===== config.mk =====
export PLATFORM = sky130hd
export DESIGN_NAME = lsh_front_flat
export DESIGN_NICKNAME = d
export VERILOG_FILES = /design/src/rtl/lsh_pkg.sv /design/src/rtl/lsh_ifs.sv /design/src/rtl/lsh_front.sv /design/src/flat_wrapper.sv
export SDC_FILE = /design/constraint.sdc
export NUM_CORES = 1
export LEC_CHECK = 0
export ABC_AREA = 1
export BUFFER_PORTS_ARGS = -buffer_cell sky130_fd_sc_hd__buf_2
export CAP_MARGIN = 10
export CELL_PAD_IN_SITES_DETAIL_PLACEMENT = 0
export CELL_PAD_IN_SITES_GLOBAL_PLACEMENT = 1
export CORE_MARGIN = 2
export CORE_UTILIZATION = 42
export CTS_CLUSTER_DIAMETER = 200
export DETAILED_ROUTE_END_ITERATION = 16
export PLACE_DENSITY = 0.87
export SLEW_MARGIN = 20
export SYNTH_ARGS = -nofsm -noshare
export SYNTH_HDL_FRONTEND = slang
export SYNTH_SLANG_ARGS = --single-unit

===== constraint.sdc =====
create_clock -name i_clk -period 5.9 [get_ports i_clk]
set_input_delay 1.18 -clock i_clk [delete_from_list [all_inputs] [get_ports i_clk]]
set_output_delay 1.18 -clock i_clk [all_outputs]
set_load 0.02 [all_outputs]

===== src/rtl/lsh_pkg.sv =====
package lsh_pkg;

    localparam int SCORE_W    = 12;
    localparam int SUM_W      = 13;
    localparam int SHIFT_W    = 4;
    localparam int DIFF_W     = 15;
    localparam int BIN_OUT_W  = 5;
    localparam int RPT_W      = 32;
    localparam int CFG_IDX_W  = 3;
    localparam int CFG_DATA_W = 13;

    localparam int QUEUE_DEPTH = 4;
    localparam int QPTR_W      = 2;

    localparam logic [CFG_IDX_W-1:0] REG_SINGLE_EDGE  = 3'd0;
    localparam logic [CFG_IDX_W-1:0] REG_SINGLE_SHIFT = 3'd1;
    localparam logic [CFG_IDX_W-1:0] REG_SUM_EDGE     = 3'd2;
    localparam logic [CFG_IDX_W-1:0] REG_SUM_SHIFT    = 3'd3;

    localparam logic signed [SCORE_W-1:0] SINGLE_EDGE_RST  = -12'sd144;
    localparam logic [SHIFT_W-1:0]        SINGLE_SHIFT_RST = 4'd4;
    localparam logic signed [SUM_W-1:0]   SUM_EDGE_RST     = -13'sd288;
    localparam logic [SHIFT_W-1:0]        SUM_SHIFT_RST    = 4'd5;

    typedef struct packed {
        logic signed [SCORE_W-1:0] single_edge;
        logic [SHIFT_W-1:0]        single_shift;
        logic signed [SUM_W-1:0]   sum_edge;
        logic [SHIFT_W-1:0]        sum_shift;
    } t_cfg;

    typedef struct packed {
        logic clearing;
    } t_status;

endpackage


===== src/rtl/lsh_ifs.sv =====
interface lsh_in_if;
    logic                                valid;
    logic                                ready;
    logic signed [lsh_pkg::SCORE_W-1:0]  prefix_score;
    logic signed [lsh_pkg::SCORE_W-1:0]  suffix_score;
    logic                                prefix_peak;
    logic                                suffix_peak;

    modport source (output valid, prefix_score, suffix_score, prefix_peak, suffix_peak,
                    input ready);
    modport sink   (input valid, prefix_score, suffix_score, prefix_peak, suffix_peak,
                    output ready);
endinterface



===== src/rtl/lsh_front.sv =====
module lsh_front import lsh_pkg::*; #(
    parameter int NUM_BINS = 29,
    parameter int BIN_W    = 5,
    parameter int ADDR_W   = 6,
    parameter int ITEM_W   = 34
) (
    input  logic              i_clk,
    input  logic              i_rst_n,
    input  t_cfg              i_cfg,
    input  t_status           i_status,
    lsh_in_if.sink            i_in,
    output logic              o_vld,
    input  logic              i_rdy,
    output logic [ITEM_W-1:0] o_item
);

    logic              r_vld;
    logic [ITEM_W-1:0] r_item;
    logic [ITEM_W-1:0] n_item;
    logic              take;

    logic signed [DIFF_W-1:0] p_diff, s_diff, u_diff;
    logic [BIN_W-1:0]         p_bin, s_bin, u_bin;
    logic [ADDR_W-1:0]        p_addr, s_addr, u_addr;
    logic                     u_lbl;

    function automatic logic [BIN_W-1:0] bin_of(input logic signed [DIFF_W-1:0] diff,
                                                input logic [SHIFT_W-1:0] sh);
        logic [DIFF_W-1:0] idx;
        idx = DIFF_W'(diff[DIFF_W-2:0] >> sh) + DIFF_W'(1);
        if (diff < 0) begin
            bin_of = '0;
        end else if (idx > DIFF_W'(NUM_BINS - 1)) begin
            bin_of = BIN_W'(NUM_BINS - 1);
        end else begin
            bin_of = BIN_W'(idx);
        end
    endfunction

    function automatic logic [ADDR_W-1:0] addr_of(input logic lbl, input logic [BIN_W-1:0] b);
        addr_of = lbl ? ADDR_W'(NUM_BINS) + ADDR_W'(b) : ADDR_W'(b);
    endfunction

    always_comb begin
        p_diff = DIFF_W'(i_in.prefix_score) - DIFF_W'(i_cfg.single_edge);
        s_diff = DIFF_W'(i_in.suffix_score) - DIFF_W'(i_cfg.single_edge);
        u_diff = DIFF_W'(i_in.prefix_score) + DIFF_W'(i_in.suffix_score)
                 - DIFF_W'(i_cfg.sum_edge);
        p_bin  = bin_of(p_diff, i_cfg.single_shift);
        s_bin  = bin_of(s_diff, i_cfg.single_shift);
        u_bin  = bin_of(u_diff, i_cfg.sum_shift);
        u_lbl  = i_in.prefix_peak | i_in.suffix_peak;
        p_addr = addr_of(i_in.prefix_peak, p_bin);
        s_addr = addr_of(i_in.suffix_peak, s_bin);
        u_addr = addr_of(u_lbl, u_bin);
        n_item = {p_addr, s_addr, u_addr, p_bin, s_bin, u_bin, u_lbl};
    end

    assign i_in.ready = !i_status.clearing && (!r_vld || i_rdy);
    assign take       = i_in.valid && i_in.ready;

    always_ff @(posedge i_clk) begin
        if (!i_rst_n) begin
            r_vld <= 1'b0;
        end else if (take) begin
            r_vld <= 1'b1;
        end else if (i_rdy) begin
            r_vld <= 1'b0;
        end
    end

    always_ff @(posedge i_clk) begin
        if (take) begin
            r_item <= n_item;
        end
    end

    assign o_vld  = r_vld;
    assign o_item = r_item;

endmodule


===== src/flat_wrapper.sv =====
// flat-port wrapper written by rule: the top's interface ports become plain ports
module lsh_front_flat import lsh_pkg::*;
#(
    parameter int NUM_BINS = 29,
    parameter int BIN_W    = 5,
    parameter int ADDR_W   = 6,
    parameter int ITEM_W   = 34
)
  (i_clk, i_rst_n, i_cfg, i_status, o_vld, i_rdy, o_item, i_in_valid, i_in_prefix_score, i_in_suffix_score, i_in_prefix_peak, i_in_suffix_peak, i_in_ready);
  lsh_in_if i_in_i ();
  input  logic i_clk;
  input  logic i_rst_n;
  input  t_cfg i_cfg;
  input  t_status i_status;
  output logic o_vld;
  input  logic i_rdy;
  output logic [ITEM_W-1:0] o_item;
  input wire logic [$bits(i_in_i.valid)-1:0] i_in_valid;
  input wire logic [$bits(i_in_i.prefix_score)-1:0] i_in_prefix_score;
  input wire logic [$bits(i_in_i.suffix_score)-1:0] i_in_suffix_score;
  input wire logic [$bits(i_in_i.prefix_peak)-1:0] i_in_prefix_peak;
  input wire logic [$bits(i_in_i.suffix_peak)-1:0] i_in_suffix_peak;
  output wire logic [$bits(i_in_i.ready)-1:0] i_in_ready;
  assign i_in_i.valid = i_in_valid;
  assign i_in_i.prefix_score = i_in_prefix_score;
  assign i_in_i.suffix_score = i_in_suffix_score;
  assign i_in_i.prefix_peak = i_in_prefix_peak;
  assign i_in_i.suffix_peak = i_in_suffix_peak;
  assign i_in_ready = i_in_i.ready;
  lsh_front #(.NUM_BINS(NUM_BINS), .BIN_W(BIN_W), .ADDR_W(ADDR_W), .ITEM_W(ITEM_W)) u_core (.i_clk(i_clk), .i_rst_n(i_rst_n), .i_cfg(i_cfg), .i_status(i_status), .i_in(i_in_i), .o_vld(o_vld), .i_rdy(i_rdy), .o_item(o_item));
endmodule

==> run summary <==
DR DRC count - 0
Nets - 1500
Synth Instances - 1293
Post-CTS setup repair buffer count - 0
Worst Skew - 0.00233 ns
CTS HTree Levels - 2
First-pass GRT wire length - 35.2 mm
Clk buf depth - 2
Gate power share - 65.5%
Total clock buffers created by CTS - 5
CP top delay family - simple AND/OR/NAND/NOR gates
Worst R2R Setup Slack - 4.58 ns
Worst setup path end - u_core.o_item[20]
Floorplan core area - 0.0179 sq mm
Vias in the first global route - 7791
YS warnings - 0
#FFs+latches synth - 35
Post-synth EDFFs - 34
Reg2Reg Depth - 4
Ys async rst share - 0%
Reg2reg end - u_core.o_item[4]
Pin count of the biggest net entering global routing - 40
Slew headroom - 45.3%
Chip width - 139 um
# diodes - 0
Die Span Y - 139 um
CTS tree - done
Fin crit share - 89.9%
Number of antenna violations at the first check in global routing - 0
Clock latency on the worst-skew pair - 0.27 ns
Crit path max fanout - 5
Syn Nets - 1418
Synthesized area - 0.00761 sq mm
Peak VDD IR - 0.163 mV
Max-Cap Viols - 0
Seq/Total Area, Yosys - 13.7%
Total track usage - 21.4%
Layout Cells excl Fill - 1604
# setup viols final - 0
Unrepaired setup endpoints after global routing - false
Clock sink total - 35
CP Buf/Inv Count - 4
Dpl hpwl - 17.4 mm
Number of DRC markers in iteration 0 - 294
Crit path from - i_in_suffix_score[1]
Cell repeated most along the worst path - nand2_1
DRT Pass-1 Iters - 5
Avg Cell Area, Syn - 5.89 sq um
Routed WL - 20.7 mm
Status - finished clean
CP peak stage delay - 0.58 ns
WP data required - 5.93 ns
Die ar. - 0.0192 sq mm
Antenna viol nets, final - 0
Vias per inst - 5.12
Port Buffers - 99
Commonest non-fill, non-tap cell in the layout - nand2_1
Layout area overhead - 10.9%
Drt wl/cell - 12.9 um
# IOs - 100
Leakage power - 4.54 nW
Layout cell share with drive strength beyond 1 - 16.4%
Synth top area cells - nand2_1 (20%), nand3_1 (16%), edfxtp_1 (13%)
Via count - 8212
Multi-input gate area - 0.00569 sq mm
Hold Crit Class - flop to flop
P per Cell Area - 193 mW/mm^2
GP Congestion - 0.916
Crit path max-delay cell type - fa_1
Area share of the largest cell type after synthesis - 20.4%
Worst R2R Start - u_core.o_vld
Crit. End Element - flop
Clock power share - 14.9%
Final Max Slew Viols - 0
Total grt overflow - 0
Setup TNS - 0 ns
Reg clk slew, reported paths - 0.05 ns
Switching pwr - 812 uW
Cell-internal power - 817 uW
Rows - 49
Commonest non-fill, non-tap cells in the layout - nand2_1 (414), nand3_1 (245), inv_1 (175), buf_2 (99), nor2_1 (81)
Min Tclk post-route - 5.31 ns
WS Path Type - input pin to flop
Final Hold Viols - 0
Sequential cell area - 0.00104 sq mm
DP Cell Count - 1597
Root buffer cell - clkbuf_16
Main synth FF type - edfxtp_1
Filler Cell Count - 1952
Slew of the pin with the lowest slew margin - 0.819 ns
Library cells used by synthesis - 47
Flop pwr share - 19.5%
Critical Path AT - 5.33 ns
Peak Freq - 188 MHz
Switching Fraction - 49.8%
CP Depth - 32
Cell taking the most area after synthesis - nand2_1
CP Launch Type - input pin
Starting Density - 42.5%
cell usage after synthesis (2+ instances only):
cell        n
a21oi_1    30
a21oi_2     2
a31oi_1     4
and2_1      4
buf_1       4
buf_2      17
buf_4       6
clkbuf_1    2
clkbuf_4    2
clkinv_1    5
edfxtp_1   34
fa_1       15
ha_1       46
inv_1     176
inv_2      13
nand2_1   414
nand2_2    26
nand2_4     6
nand3_1   245
nand3_2    17
nand3b_1    6
nand4_1    31
nor2_1     82
nor2_2     14
nor2_4     18
nor3_1      6
nor3_2      2
nor3_4      2
nor3b_1     2
o211ai_1    2
o21ai_0    17
o21ai_1     6
o21bai_1    2
xnor2_1     7
xor2_1     16
layout make-up:
cell class | instances | area share (%)
Clock buffer | 5 | 1.48
Clock inverter | 2 | 0.104
Inverter | 194 | 8.62
Multi-Input combinational cell | 1031 | 67.4
Sequential cell | 35 | 12.3
Tap cell | 229 | 3.39
Timing Repair Buffer | 108 | 6.67
per-layer routing:
layer / wire length [um] / GRT usage [%] / vias up
met5: 0 / 0 / -
met4: 310 / 4.09 / 0
met3: 691 / 1.45 / 27
met2: 10100 / 39.4 / 157
met1: 9600 / 27.9 / 3682
li1: - / - / 4346
worst min path at each step:
stage	slack, ns	from	endpoint	cells past startpoint
after floorplan	0.69	u_core.o_vld	u_core.o_vld	4
after global placement	0.62	u_core.o_vld	u_core.o_vld	4
after detailed placement	0.63	u_core.o_vld	u_core.o_vld	4
after CTS	0.64	u_core.o_vld	u_core.o_vld	4
after global routing	0.79	u_core.o_vld	u_core.o_vld	4
final	0.64	u_core.o_vld	u_core.o_vld	4
power by group through the flow:
stage          Clock [mW]  Sequential [mW]  Combinational, mW
2_1_floorplan           0            0.354              0.786
3_3_place_gp            0            0.323               1.04
3_5_place_dp            0            0.324               1.05
4_1_cts             0.247            0.319               1.05
5_1_grt             0.254            0.321               1.22
6_report            0.243            0.318               1.07
what timing repair did:
item                       CTS  global route
setup endpoints to repair    0             3
resized for setup            0             8
hold buffers                 0             0
hold endpoints to repair     0             0
stage by stage:
| stage | worst slack (ns) | utilization, % | hold slack, ns | total power [mW] | instance area, sq um |
|---|---|---|---|---|---|
| 5_1_grt | 0.0351 | 47.2 | 0.791 | 1.79 | 8440 |
| 3_3_place_gp | 0.322 | 46.2 | 0.619 | 1.36 | 8270 |
| 6_report | 0.593 | 47.2 | 0.638 | 1.63 | 8440 |
| 2_1_floorplan | 0.812 | - | 0.691 | 1.14 | 7610 |
| 4_1_cts | 0.445 | 47.0 | 0.644 | 1.62 | 8410 |
| 3_5_place_dp | 0.179 | 46.2 | 0.630 | 1.37 | 8270 |
kinds of logic after synthesis:
| group | Yosys count | share of synthesized area [%] |
|---|---|---|
| AOI/OAI and AO/OA | 69 | 5.21 |
| buffers and inverters | 227 | 12.1 |
| DFF | 35 | 13.7 |
| adders and majority gates | 61 | 11.5 |
| xor gates and xnor gates | 23 | 2.65 |
| and+or+nand+nor | 878 | 54.9 |
sequential cells by signal, indices dropped and copies added (netlist names):
signal and count:
u_core.o_item 34, u_core.o_vld 1
worst register-to-register path: stages, from the launching register on:
cell and delay [ns]:
dfxtp_1 0.30, inv_1 0.04, nor2_1 0.06, nor3b_2 0.15, buf_4 0.41
No activity file was read; power rests on OpenSTA's default activity.
