--- config.mk ---
export PLATFORM = sky130hd
export DESIGN_NAME = lsh_queue
export DESIGN_NICKNAME = d
export VERILOG_FILES = /design/src/rtl/lsh_pkg.sv /design/src/rtl/lsh_queue.sv
export SDC_FILE = /design/constraint.sdc
export NUM_CORES = 1
export LEC_CHECK = 0
export BUFFER_PORTS_ARGS = -buffer_cell sky130_fd_sc_hd__buf_2
export CAP_MARGIN = 10
export CELL_PAD_IN_SITES_DETAIL_PLACEMENT = 1
export CELL_PAD_IN_SITES_GLOBAL_PLACEMENT = 1
export CORE_MARGIN = 2
export CORE_UTILIZATION = 53
export DETAILED_ROUTE_END_ITERATION = 7
export MAX_ROUTING_LAYER = met4
export PLACE_DENSITY_LB_ADDON = 0.3
export SLEW_MARGIN = 20
export SYNTH_ARGS = -nofsm -noshare
export SYNTH_HDL_FRONTEND = slang
export SYNTH_SLANG_ARGS = --single-unit
--- constraint.sdc ---
create_clock -name i_clk -period 3.1 [get_ports i_clk]
set_input_delay 0.465 -clock i_clk [delete_from_list [all_inputs] [get_ports i_clk]]
set_output_delay 0.465 -clock i_clk [all_outputs]
set_load 0.02 [all_outputs]
--- src/rtl/lsh_pkg.sv ---
package lsh_pkg;

    localparam int SCORE_W    = 12;
    localparam int SUM_W      = 13;
    localparam int SHIFT_W    = 4;
    localparam int DIFF_W     = 15;
    localparam int BIN_OUT_W  = 5;
    localparam int RPT_W      = 32;
    localparam int CFG_IDX_W  = 3;
    localparam int CFG_DATA_W = 13;

    localparam int QUEUE_DEPTH = 4;
    localparam int QPTR_W      = 2;

    localparam logic [CFG_IDX_W-1:0] REG_SINGLE_EDGE  = 3'd0;
    localparam logic [CFG_IDX_W-1:0] REG_SINGLE_SHIFT = 3'd1;
    localparam logic [CFG_IDX_W-1:0] REG_SUM_EDGE     = 3'd2;
    localparam logic [CFG_IDX_W-1:0] REG_SUM_SHIFT    = 3'd3;

    localparam logic signed [SCORE_W-1:0] SINGLE_EDGE_RST  = -12'sd144;
    localparam logic [SHIFT_W-1:0]        SINGLE_SHIFT_RST = 4'd4;
    localparam logic signed [SUM_W-1:0]   SUM_EDGE_RST     = -13'sd288;
    localparam logic [SHIFT_W-1:0]        SUM_SHIFT_RST    = 4'd5;

    typedef struct packed {
        logic signed [SCORE_W-1:0] single_edge;
        logic [SHIFT_W-1:0]        single_shift;
        logic signed [SUM_W-1:0]   sum_edge;
        logic [SHIFT_W-1:0]        sum_shift;
    } t_cfg;

    typedef struct packed {
        logic clearing;
    } t_status;

endpackage

--- src/rtl/lsh_queue.sv ---
module lsh_queue import lsh_pkg::*; #(
    parameter int W = 34
) (
    input  logic         i_clk,
    input  logic         i_rst_n,
    input  logic         i_vld,
    output logic         o_rdy,
    input  logic [W-1:0] i_data,
    output logic         o_vld,
    input  logic         i_rdy,
    output logic [W-1:0] o_data
);

    logic [W-1:0]      r_mem [QUEUE_DEPTH];
    logic [QPTR_W-1:0] r_wptr, r_rptr;
    logic [QPTR_W:0]   r_cnt;
    logic              push, pop;

    assign o_rdy  = r_cnt != (QPTR_W+1)'(QUEUE_DEPTH);
    assign o_vld  = r_cnt != '0;
    assign push   = i_vld && o_rdy;
    assign pop    = o_vld && i_rdy;
    assign o_data = r_mem[r_rptr];

    always_ff @(posedge i_clk) begin
        if (!i_rst_n) begin
            r_wptr <= '0;
            r_rptr <= '0;
            r_cnt  <= '0;
        end else begin
            if (push) begin
                r_wptr <= r_wptr + 1'b1;
            end
            if (pop) begin
                r_rptr <= r_rptr + 1'b1;
            end
            if (push && !pop) begin
                r_cnt <= r_cnt + 1'b1;
            end else if (pop && !push) begin
                r_cnt <= r_cnt - 1'b1;
            end
        end
    end

    always_ff @(posedge i_clk) begin
        if (push) begin
            r_mem[r_wptr] <= i_data;
        end
    end

endmodule

==> results.cfg, run 1 <==
[setup_path]
crit_type = reg -> out
slowest_delay_ps = 650
crit_path_end_kind = output port
arrival_ps = 1990
worstPathRequired_ps = 2630
cp_cell_sequence = buf_4 > mux4_1 > buf_2
critPathLaunchType = flip-flop
r2r_slack_ps = 720
cpMaxStageDelayCell = mux4_1
cp_max_fo = 15

[clocking]
clkLatencyLatePin_ps = 520
path_clk_slew_ps = 60
cts-root-buf = clkbuf_8
hold_buffers = 0
postCtsResizedCells = 0
post_cts_buffers = 0
cts.sinks = 145
clockBufferDepth = 2
cts_buffers = 17
cts-htree-levels = 4
cts_tree = yes

[global_route]
grt_pass1_wl_um = 15800
grt_pass1_vias = 2762
track_usage_pct = 20.7
overflow = 0
grt_antenna_before_repair = 0
grt_start_max_net_pins = 35

[routing]
ant_nets = 0
wl_met3_um = 488
wl_per_cell_um = 21.7
vias = 2541
wl_met1_um = 4150
post-route-drc-count = 0
drt-initial-drc-count = 133
vias_per_cell = 5.43
maxUsedRoutingLayer = met4
routed_wl_um = 10100
wl_met2_um = 5280
firstDrtPassIters = 4

[finish]
synthToLayoutAreaGrowth_pct = 21.6
nFillCells = 835
drive_gt1_share_pct = 46.4
final_area_um2 = 6630
final_common_cell = edfxtp_1
nets = 363
mostFrequentLayoutCells = edfxtp_1, buf_2, mux4_2
diodes = 0

[placement]
gp_congestion = 0.750
port_buffers = 73
dp_hpwl_um = 6220
placed_area_um2 = 5970

[die]
die-area_um2 = 11100
start_util_pct = 53.8
design.portCount = 74
core_area_um2 = 10100
die_x_um = 105
rows = 37
die_y_um = 105

[status]
outcome = complete, no violations

[timing]
finalCritPeriodShare_pct = 79.3
fin_crit_ps = 2460
fmax_mhz = 407
drv_slew = 0
slew_headroom_pct = 63.4
hold_viol = 0
final.setup.tns_ps = 0
tightestPinTransition_ps = 549
rsz0062_at_grt = false
setup_viol = 0
fin_worst_skew_ps = 8.48

[yosys]
ys_warn_count = 0
avgSynthCellArea_um2 = 24.1
syn-num-nets = 270
ys_ff_latch = 145
synth.area.top_cells = edfxtp_1, mux4_2, dfxtp_1, mux4_1, ha_1
ys_seq_area_share_pct = 78.2
synth-edff-count = 136
ys.flop_type = edfxtp_1
async_reset_ff_share_pct = 0
synth.distinct_cells = 24
synth_top_cell_by_area = edfxtp_1
syn_inst = 226
synth_top_area_share_pct = 74.9
syn_area_um2 = 5450

[power_and_ir_drop]
ir_worst_vdd_uv = 524
p_total_uw = 6120
leakagePower_uw = 0.00230
power.density_nw_per_um2 = 923

[worst_hold_path]
holdCritPathClass = in -> reg

[flow_run]
maxCapViolations = 0
==> routing by layer <==
metal  up-vias  global-route usage [%]
li1       1131                       -
met1      1312                    24.8
met2        74                    32.7
met3        24                    6.49
met4         0                    8.67
met5         -                       -
==> sequential cells by signal, indices dropped and copies added, names as in the netlist, named ones only <==
signal	flops
r_mem	136
r_cnt	3
r_wptr	2
r_rptr	2
==> cell usage after synthesis (all sizes together), types with 2 or more instances <==
library cell,instances
xnor2,3
edfxtp,136
and2,8
ha,5
a21boi,2
inv,3
dfxtp,9
buf,7
mux4,34
clkbuf,2
nand2,5
mux2i,3
or3,2
==> cell type report <==
cell class                      count  area, um2  share of cell area (%)
Tap cell                          136        170                    2.57
Inverter                            3       11.3                   0.170
Sequential cell                   145       4270                    64.4
Clock buffer                       17        414                    6.25
Multi-Input combinational cell     69       1090                    16.4
Clock inverter                     15        239                    3.61
Timing Repair Buffer               83        440                    6.65
==> worst paths after layout <==
path	start	endpoint	cells past startpoint
max	flip-flop	o_data[20]	3
min	i_data[1]	r_mem[1][1]	1
max reg2reg	r_cnt[0]	r_cnt[2]	8
min reg2reg	r_wptr[1]	r_wptr[1]	2
==> per-stage QoR <==
step | hold WS (ps) | cells | util (%) | setup slack, ps
after floorplan | 468 | 226 | - | 968
after global placement | 485 | 436 | 58.9 | 860
after detailed placement | 517 | 436 | 58.9 | 674
after CTS | 136 | 468 | 65.4 | 587
after global routing | 146 | 468 | 65.4 | 536
final | 160 | 468 | 65.4 | 642
==> critical path: cells and delay by family, from the launching register on <==
family,cells,cell delay (ps)
buf+inv,2,490
mux,1,650
flops,1,330
==> kinds of logic (layout without fill, tap and decap cells) <==
logic type	count (synthesis)	in the layout	synth area share, %
flops	145	145	78.2
mux	37	37	14.9
simple gates	17	17	1.68
buf+inv	12	118	1.93
fa+ha+maj	6	6	1.52
compound gates	5	5	1.12
xor+xnor	4	4	0.643
==> power by group <==
part	switching [uW]	total [uW]	internal [uW]
sequential	111	2500	2380
combinational	787	1400	610
clock	760	2220	1460
Note: power is estimated with default switching activity, not from simulation.
==> run 2, diff against run 1 <==
CORE_UTILIZATION = 50   (was 53)
clock period = 2.6 ns   (was 3.1 ns; I/O delays follow)
==> run 2 against run 1 <==
  * Highest routed layer unchanged
  * Setup slack lost 480 ps
  * Wire length shrank 1.6%
  * Design area shrank 0.47%
  * Largest cell class unchanged
  * Clock skew shrank 2.7 ps
  * First-iteration DRC count grew 1.5%
  * Sequential share of layout area grew 0.31 points
==> results.cfg, run 2 (synthesis gave the netlist of run 1 again) <==
[status]
outcome = complete, no violations

[finish]
nFillCells = 941
top_regs = r_mem: 136 flops, r_cnt: 3 flops
nets = 362
mostFrequentLayoutCells = edfxtp_1, buf_2, mux4_2
drive_gt1_share_pct = 45.6
synthToLayoutAreaGrowth_pct = 21.0
fin_util_pct = 61.4
regMostFlops = r_mem
final_common_cell = edfxtp_1
largest_register_ffs = 136

[routing]
post-route-drc-count = 0
ant_nets = 0
drt-initial-drc-count = 135
vias = 2507
routed_wl_um = 9980
firstDrtPassIters = 4
wl_per_cell_um = 21.1
vias_per_cell = 5.31

[setup_path]
crit_path_end_kind = flip-flop
critPathLaunchType = flip-flop
cp_max_fo = 7
worstPathRequired_ps = 3030
crit_path_start = r_cnt[0]
crit_type = reg -> reg
crit-reg2reg-launch = r_cnt[0]
r2r_slack_ps = 160
arrival_ps = 2870

[timing]
fin_crit_ps = 2440
setup_viol = 0
drv_slew = 0
fin_worst_skew_ps = 5.75
fmax_mhz = 410
hold_viol = 0
tightestPinTransition_ps = 396
final.setup.tns_ps = 0
slew_headroom_pct = 73.6
finalCritPeriodShare_pct = 93.8
rsz0062_at_grt = false

[die]
design.portCount = 74
start_util_pct = 50.7
die-area_um2 = 11800
die_y_um = 108
core_area_um2 = 10700
rows = 38
die_x_um = 108

[global_route]
grt_antenna_before_repair = 1
grt_pass1_wl_um = 15300
grt_pass1_vias = 2722
grt_start_max_net_pins = 35
track_usage_pct = 19.2
overflow = 0

[clocking]
cts.sinks = 145
cts_tree = yes
cts_buffers = 17
path_clk_slew_ps = 60
clockBufferDepth = 2
postCtsResizedCells = 0
hold_buffers = 0
post_cts_buffers = 0
cts-htree-levels = 4
cts-root-buf = clkbuf_8
clkLatencyLatePin_ps = 520

[power_and_ir_drop]
leakagePower_uw = 0.00225
power.density_nw_per_um2 = 1050
ir_worst_vdd_uv = 450

[placement]
port_buffers = 73
gp_congestion = 0.662
dp_hpwl_um = 6300

[worst_hold_path]
holdCritPathClass = in -> reg
min-delay-start = i_data[29]

[flow_run]
maxCapViolations = 0
==> run 2: cell count changes in the layout (fill, tap and decap cells not counted) <==
cell / before / now
buf_12: 0 / 5
buf_4: 10 / 4
bufinv_16: 6 / 2
clkbuf_1: 0 / 2
clkinv_2: 4 / 3
clkinv_4: 0 / 1
clkinvlp_4: 4 / 6
diode_2: 0 / 1
==> run 2: final timing paths <==
check	to	cells past startpoint
setup reg to reg	r_cnt[2]	8
hold reg to reg	r_wptr[0]	2
setup / recovery	r_cnt[2]	8
hold / removal	r_mem[2][29]	1
==> run 2: power by group <==
part | internal (uW) | total [uW] | leakage, uW | switching [uW]
logic | 758 | 1710 | 0.000677 | 950
registers | 2840 | 2960 | 0.00132 | 117
clock network | 1360 | 2270 | 0.000256 | 910
==> run 2: per-layer routing <==
metal  up-vias  GRT usage, %  wire length, um
met5         -             -                0
met4         0          4.95               89
met3         9          7.90              526
met2        72          30.5             5240
met1      1298          23.0             4120
li1       1128             -                -
==> run 2: critical path, cell delays in order, from the launching register on <==
cell      delay, ps
dfxtp_1         500
nor2_1          110
a21boi_2        330
ha_1            240
inv_1            60
fa_1            380
xor2_1          180
or3_1           330
a21boi_0        210
==> run 2: cell type report <==
class	count	area, um2	area share [%]
sequential	145	4270	64.7
multi-input combinational	69	1090	16.5
timing repair buffer	82	495	7.51
clock buffer	19	422	6.39
tap	140	175	2.66
clock inverter	13	138	2.09
inverter	3	11.3	0.171
antenna	1	2.50	0.0379
==> run 2: per-stage QoR <==
stage | hold slack, ps | cell area (um2) | total power [uW] | setup WS, ps | cells
6_report | 84.7 | 6600 | 6940 | 160 | 472
5_1_grt | 48.6 | 6600 | 7260 | 16.4 | 472
4_1_cts | 55.6 | 6590 | 7040 | 137 | 471
3_5_place_dp | 505 | 6030 | 4750 | 174 | 439
3_3_place_gp | 488 | 6030 | 4700 | 350 | 439
2_1_floorplan | 468 | 5450 | 4250 | 468 | 226
==> run 3, diff against run 2 <==
PLACE_DENSITY = 0.91   (was default)
PLACE_DENSITY_LB_ADDON = default   (was 0.3)
==> run 3 against run 2 <==
  * Count of clock-buffer cells in the layout did not move
  * Sequential power barely moved
  * Worst hold slack got worse by 9.6 ps
  * Via count rose by 1.6%
  * Clock power rose by 18%
  * Combinational power barely moved
  * Largest power group unchanged
==> results.cfg, run 3 (synthesis gave the netlist of run 1 again) <==
[power_and_ir_drop]
ir_worst_vdd_uv = 580
power.density_nw_per_um2 = 1100
p_clk_share_pct = 36.3
p_total_uw = 7350
leakagePower_uw = 0.00231
p_seq_share_pct = 40.5
switchingPower_uw = 2000
p_int_uw = 5350
switching_share_pct = 27.2
power_frac_comb_pct = 23.2

[placement]
pre_cts_slack_ps = 395
dp_hpwl_um = 6380
gp_congestion = 0.678
port_buffers = 73

[finish]
largest_register_ffs = 136
synthToLayoutAreaGrowth_pct = 22.5
drive_gt1_share_pct = 45.3
top_regs = r_mem: 136 flops, r_cnt: 3 flops
regArea_um2 = 4270
multi_input_area_um2 = 1090
mostFrequentLayoutCells = edfxtp_1, buf_2, mux4_2
final_common_cell = edfxtp_1
fin_util_pct = 62.1
nFillCells = 925
regMostFlops = r_mem
nets = 362

[setup_path]
crit_type = reg -> out
worstPathRequired_ps = 2210
cp_max_fo = 22
crit_path_end_kind = output port
critPathLaunchType = flip-flop
arrival_ps = 2050

[clocking]
hold_buffers = 0
path_clk_slew_ps = 60
post_cts_buffers = 0
clockBufferDepth = 2
cts_buffers = 17
cts-root-buf = clkbuf_8
cts_tree = yes
postCtsResizedCells = 0
clkLatencyLatePin_ps = 520
cts-htree-levels = 4
cts.sinks = 145

[die]
start_util_pct = 50.7
rows = 38
core_area_um2 = 10700
die-area_um2 = 11800
design.portCount = 74
die_x_um = 108
die_y_um = 108

[flow_run]
maxCapViolations = 0

[worst_hold_path]
holdCritPathClass = in -> reg

[status]
outcome = complete, no violations

[timing]
fmax_mhz = 410
finalCritPeriodShare_pct = 93.9
setup_viol = 0
holdWs_ps = 75.1
setup_slack_ps = 159
tightestPinTransition_ps = 511
rsz0062_at_grt = false
drv_slew = 0
slew_headroom_pct = 65.9
final.setup.tns_ps = 0
hold_viol = 0
fin_worst_skew_ps = 5.01
fin_crit_ps = 2440

[global_route]
track_usage_pct = 19.8
grt_antenna_before_repair = 1
overflow = 0
grt_pass1_wl_um = 15800
grt_start_max_net_pins = 23
grt_pass1_vias = 2885

[routing]
vias = 2546
vias_per_cell = 5.39
drt-initial-drc-count = 169
routed_wl_um = 10400
wl_per_cell_um = 22.0
post-route-drc-count = 0
ant_nets = 0
firstDrtPassIters = 4
## run 3: worst max-delay path, stage by stage, from the launching register on
cell and delay [ps]:
dfxtp_2 330, buf_4 380, mux4_1 640, buf_2 180
## run 3: final timing paths
path	from	slack (ps)	to	depth (start not counted)
min reg2reg	r_wptr[1]	540	r_wptr[1]	2
max	flip-flop	160	o_data[30]	3
min	i_data[32]	80	r_mem[1][32]	1
max reg2reg	r_cnt[0]	350	r_cnt[2]	8
## run 3: power by group through the flow
stage / logic (uW) / clock network, uW / registers (uW)
after global routing: 1840 / 2790 / 3000
final: 1700 / 2670 / 2980
after global placement: 1680 / 0 / 2990
after floorplan: 1290 / 0 / 2960
after CTS: 1740 / 2710 / 2980
after detailed placement: 1730 / 0 / 3020
## run 3: routing by layer
metal	wire, um	GRT usage, %	vias to the layer above
met5	0	-	-
met3	458	5.30	16
li1	-	-	1127
met2	5590	32.0	72
met1	4110	23.2	1331
met4	206	9.07	0
## run 3: cell type report
cell class | count | share of cell area [%]
antenna | 1 | 0.0375
clock buffer | 19 | 6.31
clock inverter | 13 | 3.47
inverter | 3 | 0.169
multi-input combinational | 69 | 16.3
sequential | 145 | 63.9
tap | 140 | 2.62
timing repair buffer | 82 | 7.23
## run 3: per-stage QoR
step                      instances  instance area (um2)
final                           472                 6680
after detailed placement        439                 6020
after CTS                       471                 6680
after global routing            472                 6680
after global placement          439                 6020
after floorplan                 226                 5450
